===== src/rtl/bna_pkg.sv =====
package bna_pkg;

	localparam int PIXEL_W  = 8;
	localparam int WORD_W   = 32;
	localparam int TERM_W   = 9;
	localparam int ACC_W    = 19;
	localparam int SUM_W    = ACC_W + 1;
	localparam int OFFSET_W = 11;
	localparam int CNT_W    = $clog2(WORD_W + 1);

	localparam logic [OFFSET_W-1:0] OFFSET_RESET = OFFSET_W'(1010);

	localparam logic signed [ACC_W-1:0] ACC_MAX = {1'b0, {(ACC_W-1){1'b1}}};
	localparam logic signed [ACC_W-1:0] ACC_MIN = {1'b1, {(ACC_W-1){1'b0}}};

	typedef enum logic {
		OP_PIXEL = 1'b0,
		OP_WORD  = 1'b1
	} op_t;

	typedef enum logic {
		REG_POPCOUNT_OFFSET = 1'b0
	} reg_idx_t;

	// term handed from the term stage to the accumulator stage
	typedef struct packed {
		op_t                       opcode;
		logic                      last;
		logic signed [TERM_W-1:0]  term;
	} term_t;

	function automatic logic signed [ACC_W-1:0] sat_acc(input logic signed [SUM_W-1:0] v);
		logic signed [ACC_W-1:0] r;
		if (v > SUM_W'(ACC_MAX))
			r = ACC_MAX;
		else if (v < SUM_W'(ACC_MIN))
			r = ACC_MIN;
		else
			r = v[ACC_W-1:0];
		return r;
	endfunction

endpackage


===== src/rtl/bna_term.sv =====
module bna_term (
	input  logic                         clk,
	input  logic                         arst_n,
	input  logic                         in_valid,
	output logic                         in_ready,
	input  bna_pkg::op_t                 opcode,
	input  logic [bna_pkg::PIXEL_W-1:0]  pixel,
	input  logic                         weight_bit,
	input  logic [bna_pkg::WORD_W-1:0]   act_word,
	input  logic [bna_pkg::WORD_W-1:0]   weight_word,
	input  logic                         last,
	input  logic                         take,
	output logic                         term_valid,
	output bna_pkg::term_t               term_s2
);
	import bna_pkg::*;

	logic                valid_s1;
	op_t                 opcode_s1;
	logic [PIXEL_W-1:0]  pixel_s1;
	logic                weight_bit_s1;
	logic [WORD_W-1:0]   act_word_s1;
	logic [WORD_W-1:0]   weight_word_s1;
	logic                last_s1;

	logic                valid_s2;
	logic                adv1;
	logic [WORD_W-1:0]   xnor_w;
	logic [CNT_W-1:0]    ones;
	logic signed [TERM_W-1:0] term_d;

	assign adv1     = valid_s1 && (!valid_s2 || take);
	assign in_ready = !valid_s1 || adv1;

	always_ff @(posedge clk or negedge arst_n) begin
		if (!arst_n) begin
			valid_s1 <= 1'b0;
			valid_s2 <= 1'b0;
		end else begin
			if (in_valid && in_ready)
				valid_s1 <= 1'b1;
			else if (adv1)
				valid_s1 <= 1'b0;
			if (adv1)
				valid_s2 <= 1'b1;
			else if (take)
				valid_s2 <= 1'b0;
		end
	end

	always_ff @(posedge clk) begin
		if (in_valid && in_ready) begin
			opcode_s1      <= opcode;
			pixel_s1       <= pixel;
			weight_bit_s1  <= weight_bit;
			act_word_s1    <= act_word;
			weight_word_s1 <= weight_word;
			last_s1        <= last;
		end
		if (adv1) begin
			term_s2.opcode <= opcode_s1;
			term_s2.last   <= last_s1;
			term_s2.term   <= term_d;
		end
	end

	assign xnor_w = ~(act_word_s1 ^ weight_word_s1);

	always_comb begin
		ones = '0;
		for (int i = 0; i < WORD_W; i++)
			ones = ones + CNT_W'(xnor_w[i]);
	end

	always_comb begin
		unique case (opcode_s1)
			OP_WORD:  term_d = $signed({{(TERM_W-CNT_W-1){1'b0}}, ones, 1'b0});
			OP_PIXEL: term_d = weight_bit_s1 ? $signed({1'b0, pixel_s1})
			                                 : -$signed({1'b0, pixel_s1});
			default:  term_d = '0;
		endcase
	end

	assign term_valid = valid_s2;

endmodule


===== src/rtl/bna_accum.sv =====
module bna_accum (
	input  logic                          clk,
	input  logic                          arst_n,
	input  logic                          term_valid,
	input  bna_pkg::term_t                term_s2,
	output logic                          take,
	input  logic [bna_pkg::OFFSET_W-1:0]  offset,
	output logic                          out_valid,
	input  logic                          out_ready,
	output logic signed [bna_pkg::ACC_W-1:0] score,
	output logic                          active
);
	import bna_pkg::*;

	logic signed [ACC_W-1:0] acc_q;
	logic signed [ACC_W-1:0] acc_new;
	logic signed [ACC_W-1:0] score_sub;
	logic signed [ACC_W-1:0] score_d;
	logic signed [SUM_W-1:0] sum;
	logic signed [SUM_W-1:0] diff;
	logic                    out_free;
	logic                    emit;

	// a last term needs the output register; other terms only touch the accumulator
	assign out_free = !out_valid || out_ready;
	assign take     = term_valid && (!term_s2.last || out_free);
	assign emit     = take && term_s2.last;

	assign sum     = SUM_W'(acc_q) + SUM_W'(term_s2.term);
	assign acc_new = sat_acc(sum);

	assign diff      = SUM_W'(acc_new) - $signed({{(SUM_W-OFFSET_W){1'b0}}, offset});
	assign score_sub = sat_acc(diff);

	always_comb begin
		unique case (term_s2.opcode)
			OP_WORD:  score_d = score_sub;
			OP_PIXEL: score_d = acc_new;
			default:  score_d = acc_new;
		endcase
	end

	always_ff @(posedge clk or negedge arst_n) begin
		if (!arst_n) begin
			acc_q     <= '0;
			out_valid <= 1'b0;
		end else begin
			if (take)
				acc_q <= term_s2.last ? '0 : acc_new;
			if (emit)
				out_valid <= 1'b1;
			else if (out_ready)
				out_valid <= 1'b0;
		end
	end

	always_ff @(posedge clk) begin
		if (emit) begin
			score  <= score_d;
			active <= !score_d[ACC_W-1];
		end
	end

endmodule


===== src/rtl/binary_neuron_accumulator_core.sv =====
// Binarized-network neuron accumulator. Each transfer on the s_ side is one term of the
// current neuron: tuser = 0 adds or subtracts the 8-bit pixel by its weight bit, tuser = 1
// adds twice the popcount of XNOR(act_word, weight_word). The running sum saturates to
// 19-bit signed. The term with tlast set closes the neuron: one result (score, active)
// goes out on the m_ side, with popcount_offset subtracted (and saturated) when that last
// term is a word term, and the sum restarts at zero. One term is taken every clock while
// no last term is held by a blocked result. The last term passes the input and term
// registers before the output register raises m_tvalid. s_tready drops only while a
// finished result waits in the output register and another last term is in the term stage.
module binary_neuron_accumulator_core (
	input  logic        clk,
	input  logic        arst_n,
	// APB configuration
	input  logic        psel,
	input  logic        penable,
	input  logic        pwrite,
	input  logic [2:0]  paddr,
	input  logic [31:0] pwdata,
	output logic [31:0] prdata,
	output logic        pready,
	// term stream
	input  logic        s_tvalid,
	output logic        s_tready,
	input  logic [79:0] s_tdata,  // pixel[7:0], weight_bit[8], act_word[40:9], weight_word[72:41]
	input  logic        s_tuser,  // opcode
	input  logic        s_tlast,  // last
	// result stream
	output logic        m_tvalid,
	input  logic        m_tready,
	output logic [23:0] m_tdata   // score[18:0], active[19]
);
	import bna_pkg::*;

	logic [OFFSET_W-1:0]     offset_q;
	reg_idx_t                reg_idx;
	logic                    term_valid;
	logic                    take;
	term_t                   term_s2;
	logic signed [ACC_W-1:0] score;
	logic                    active;

	assign pready  = 1'b1;
	assign reg_idx = reg_idx_t'(paddr[2]);

	always_ff @(posedge clk or negedge arst_n) begin
		if (!arst_n) begin
			offset_q <= OFFSET_RESET;
		end else if (psel && penable && pwrite && pready) begin
			unique case (reg_idx)
				REG_POPCOUNT_OFFSET: offset_q <= pwdata[OFFSET_W-1:0];
				default: ;
			endcase
		end
	end

	always_comb begin
		unique case (reg_idx)
			REG_POPCOUNT_OFFSET: prdata = {{(32-OFFSET_W){1'b0}}, offset_q};
			default:             prdata = '0;
		endcase
	end

	bna_term u_term (
		.clk         (clk),
		.arst_n      (arst_n),
		.in_valid    (s_tvalid),
		.in_ready    (s_tready),
		.opcode      (op_t'(s_tuser)),
		.pixel       (s_tdata[7:0]),
		.weight_bit  (s_tdata[8]),
		.act_word    (s_tdata[40:9]),
		.weight_word (s_tdata[72:41]),
		.last        (s_tlast),
		.take        (take),
		.term_valid  (term_valid),
		.term_s2     (term_s2)
	);

	bna_accum u_accum (
		.clk        (clk),
		.arst_n     (arst_n),
		.term_valid (term_valid),
		.term_s2    (term_s2),
		.take       (take),
		.offset     (offset_q),
		.out_valid  (m_tvalid),
		.out_ready  (m_tready),
		.score      (score),
		.active     (active)
	);

	assign m_tdata = {4'b0, active, score};

`ifndef SYNTH
	// the activation bit always agrees with the sign of the score it travels with
	a_active_sign: assert property (@(posedge clk) disable iff (!arst_n)
		m_tvalid |-> (m_tdata[19] == !m_tdata[18]))
		else $error("active bit disagrees with score sign");

	// input backpressure only comes from a blocked result
	a_stall_cause: assert property (@(posedge clk) disable iff (!arst_n)
		!s_tready |-> (m_tvalid && !m_tready))
		else $error("s_tready low without a blocked result");

	// a term stage that is stalled keeps its term for the next cycle
	a_term_held: assert property (@(posedge clk) disable iff (!arst_n)
		(term_valid && !take) |=> (term_valid && $stable(term_s2)))
		else $error("stalled term lost");
`endif

endmodule

===== config.mk =====
export PLATFORM = sky130hd
export DESIGN_NAME = binary_neuron_accumulator_core
export DESIGN_NICKNAME = d
export VERILOG_FILES = /design/src/rtl/bna_pkg.sv /design/src/rtl/bna_term.sv /design/src/rtl/bna_accum.sv /design/src/rtl/binary_neuron_accumulator_core.sv
export SDC_FILE = /design/constraint.sdc
export NUM_CORES = 1
export LEC_CHECK = 0
export BUFFER_PORTS_ARGS = -buffer_cell sky130_fd_sc_hd__buf_2
export CELL_PAD_IN_SITES_DETAIL_PLACEMENT = 1
export CELL_PAD_IN_SITES_GLOBAL_PLACEMENT = 1
export CORE_MARGIN = 2
export CORE_UTILIZATION = 47
export DETAILED_ROUTE_END_ITERATION = 8
export MAX_ROUTING_LAYER = met4
export PLACE_DENSITY = 0.89
export SLEW_MARGIN = 25
export SYNTH_ARGS = -nofsm -noshare
export SYNTH_HDL_FRONTEND = slang
export SYNTH_SLANG_ARGS = --single-unit

===== constraint.sdc =====
create_clock -name clk -period 10 [get_ports clk]
set_clock_uncertainty 0.1 [all_clocks]
set_input_delay 3 -clock clk [delete_from_list [all_inputs] [get_ports clk]]
set_output_delay 3 -clock clk [all_outputs]
set_load 0.02 [all_outputs]

==> impl_results.md <==
- Run status: complete, no violations
- Initial Util: 47.9%
- EDFF count, synth: between 100 and 150
- Worst min path class: reg -> reg
- Final min period: slightly below 7 ns
- H-tree depth: 4
- Die ar.: 18700 sq um
- CP Class: in -> out
- Via count: just over 6000
- Vias per std cell: 5.67
- Placed cell count: 1034
- Flops & latches, synth: 139
- Post-synth top area share: 38.4%
- Clk_lat worst skew: 0.44 ns
- Core Region: 17300 sq um
- Max Freq: about 140 MHz
- Synthesized cell area: ~8300 sq um
- TritonRoute pass-1 iters: 5
- Synthesis-to-layout area growth: 15.5%
- Commonest non-fill, non-tap cell in the layout: buf_2
- Critical Path RT: slightly below 7 ns
- Measured slew at the worst slew-check pin: approximately 1.0 ns
- Final setup violating endpoints: 0
- DIE HEIGHT: 137 um
- Avg WL per Cell: approximately 22 um
- Max-slew violations: 0
- GP Congestion: ~0.87
- CTS Buffer Depth: 2
- Post-CTS sizing: 0
- Initial antenna violation count: 0
- Largest net degree at the start of global routing: 76
- Vias in the first global route: about 6700
- Clock-pin slew on the worst setup and hold paths: 0.06 ns
- Seq/Total Area, Yosys: between 40% and 50%
- GRT Util Overall: a little over a quarter
- Avg Inst Size Synth: approximately 12 sq um
- Maxcap violations: 0
- WP data arrival: about 3.8 ns
- Setup crit start kind: primary input
- Clock Sinks: roughly 140
- Global-route wire length before repair: 36900 um
- Post-DRT Antenna Nets: 0
- Inserted Clock Buffers: 17
- Drt total wl: 23800 um
- Clock root buffer: clkbuf_16
- Top post-synthesis cells by area: edfxtp_1, dfrtp_1, fa_1
- Gr ovfl total: 0
- IO buf count: ~130
- Yosys warnings: 0
- # fillers: roughly 1900
- RSZ-0062 raised after global routing: no
- Die W: approximately 140 um
- ANT cells: 0
- Most frequent cells in the layout: buf_2, edfxtp_1, inv_1
- Initial drt markers: 392
- Fin crit share: 69.2%
- Setup TNS: 0 ns
- Post-synth top flop: edfxtp_1
- # nets final: a little over 1000
- Worst-path maximum fanout: 4
- HPWL Detailed: around 17000 um
- Final Non-Filler Cells: approximately 1100
- Hold buffer count at cts: 0
- Slew headroom: 33.0%
- Post-synth ARST share: 23.7%
- Row count: 48
- Layout cells sized above 1: 24.3%
- CTS tree: done
- Post-synth cell types: 74
- Fin. Hold Viols: 0
- DRC viols: 0
- Post-CTS Setup Inserts: 0
- Yosys top cell by area: edfxtp_1
- # IOs: ~180
- Synth Instances: about 700
- Setup crit end kind: primary output
-- area by class of cell --
cell class	instances	area, sq um	share of cell area [%]
inverter	49	184	1.92
clock inverter	15	171	1.79
timing repair buffer	127	638	6.66
sequential	139	4020	41.9
tap	225	282	2.94
multi-input combinational	494	3860	40.3
clock buffer	17	425	4.44
-- layer usage --
layer	vias to the layer above	wire, um	part of all wire (%)	track usage [%]
met2	206	12500	52	47.6
met4	0	862	3.6	12.6
met1	3018	9410	40	30.5
li1	2760	-	-	-
met3	61	1020	4.3	5.41
met5	-	0	0	-
-- metrics by stage --
stage | setup slack (ns) | hold slack, ns | cell area [sq um] | util (%)
after floorplan | 3.42 | 0.300 | 8380 | -
after global routing | 2.84 | 0.366 | 9580 | 55.4
after CTS | 3.07 | 0.351 | 9570 | 55.3
final | 3.08 | 0.348 | 9580 | 55.4
after global placement | 3.22 | 0.304 | 8980 | 51.9
after detailed placement | 3.13 | 0.316 | 8980 | 51.9
-- cells in the mapped netlist (9+ instances only) --
| master | number |
|---|---|
| buf_4 | 29 |
| xnor2_1 | 24 |
| xor2_1 | 35 |
| mux2_2 | 13 |
| nand2_1 | 33 |
| a21oi_1 | 36 |
| fa_1 | 26 |
| a22o_1 | 12 |
| o211ai_1 | 10 |
| inv_1 | 48 |
| dfrtp_1 | 26 |
| ha_1 | 39 |
| nand3_1 | 15 |
| nor2_1 | 47 |
| and2_1 | 9 |
| o21ai_0 | 22 |
| clkbuf_1 | 12 |
| a21o_1 | 14 |
| edfxtp_1 | 106 |
| o21a_1 | 14 |
-- registers in the layout, indices dropped and copies added, names as in the netlist --
name	cells
u_term.act_word_s1	32
u_term.last_s1	1
u_term.opcode_s1	1
u_term.valid_s1	1
u_accum.acc_q	19
offset_q	11
u_term.weight_bit_s1	1
u_accum.score	19
u_term.term_s2	11
u_accum.active	1
u_term.term_valid	1
u_term.weight_word_s1	32
u_term.pixel_s1	8
u_accum.out_valid	1
-- kinds of logic (layout without fill, tap and decap cells) --
family | after synthesis | in the layout | synth area share (%)
xor+xnor | 59 | 59 | 6.23
fa+ha+maj | 71 | 71 | 12.9
flops | 139 | 139 | 48.5
mux | 15 | 15 | 2.01
buf+inv | 101 | 208 | 6.17
compound gates | 174 | 174 | 15.3
other cells | 2 | 26 | 0.0906
simple gates | 149 | 149 | 8.89
-- worst paths after layout --
path                                                  from                            end  slack (ns)  cells past startpoint
setup / recovery                                  m_tready                       s_tready        3.08                      4
setup reg to reg           u_term.term_s2[8]$_SDFFCE_PP0P_     u_accum.score[0]$_DFFE_PP_        3.15                     18
hold / removal                    u_term.last_s1$_DFFE_PP_    u_term.term_s2[9]$_DFFE_PP_        0.35                      0
min in group asynchronous                           arst_n  u_accum.acc_q[14]$_DFFE_PN0P_        2.53                      1
hold reg to reg                   u_term.last_s1$_DFFE_PP_    u_term.term_s2[9]$_DFFE_PP_        0.35                      0
max in group asynchronous                           arst_n   u_accum.acc_q[3]$_DFFE_PN0P_        6.75                      1
-- critical path, stage by stage --
cell and delay, ns:
buf_2 0.10, nor2b_1 0.26, nand4_1 0.23, buf_2 0.23
Power is not shown: default switching activity piles up to over one toggle a cycle in this logic, so the estimate is an artifact.
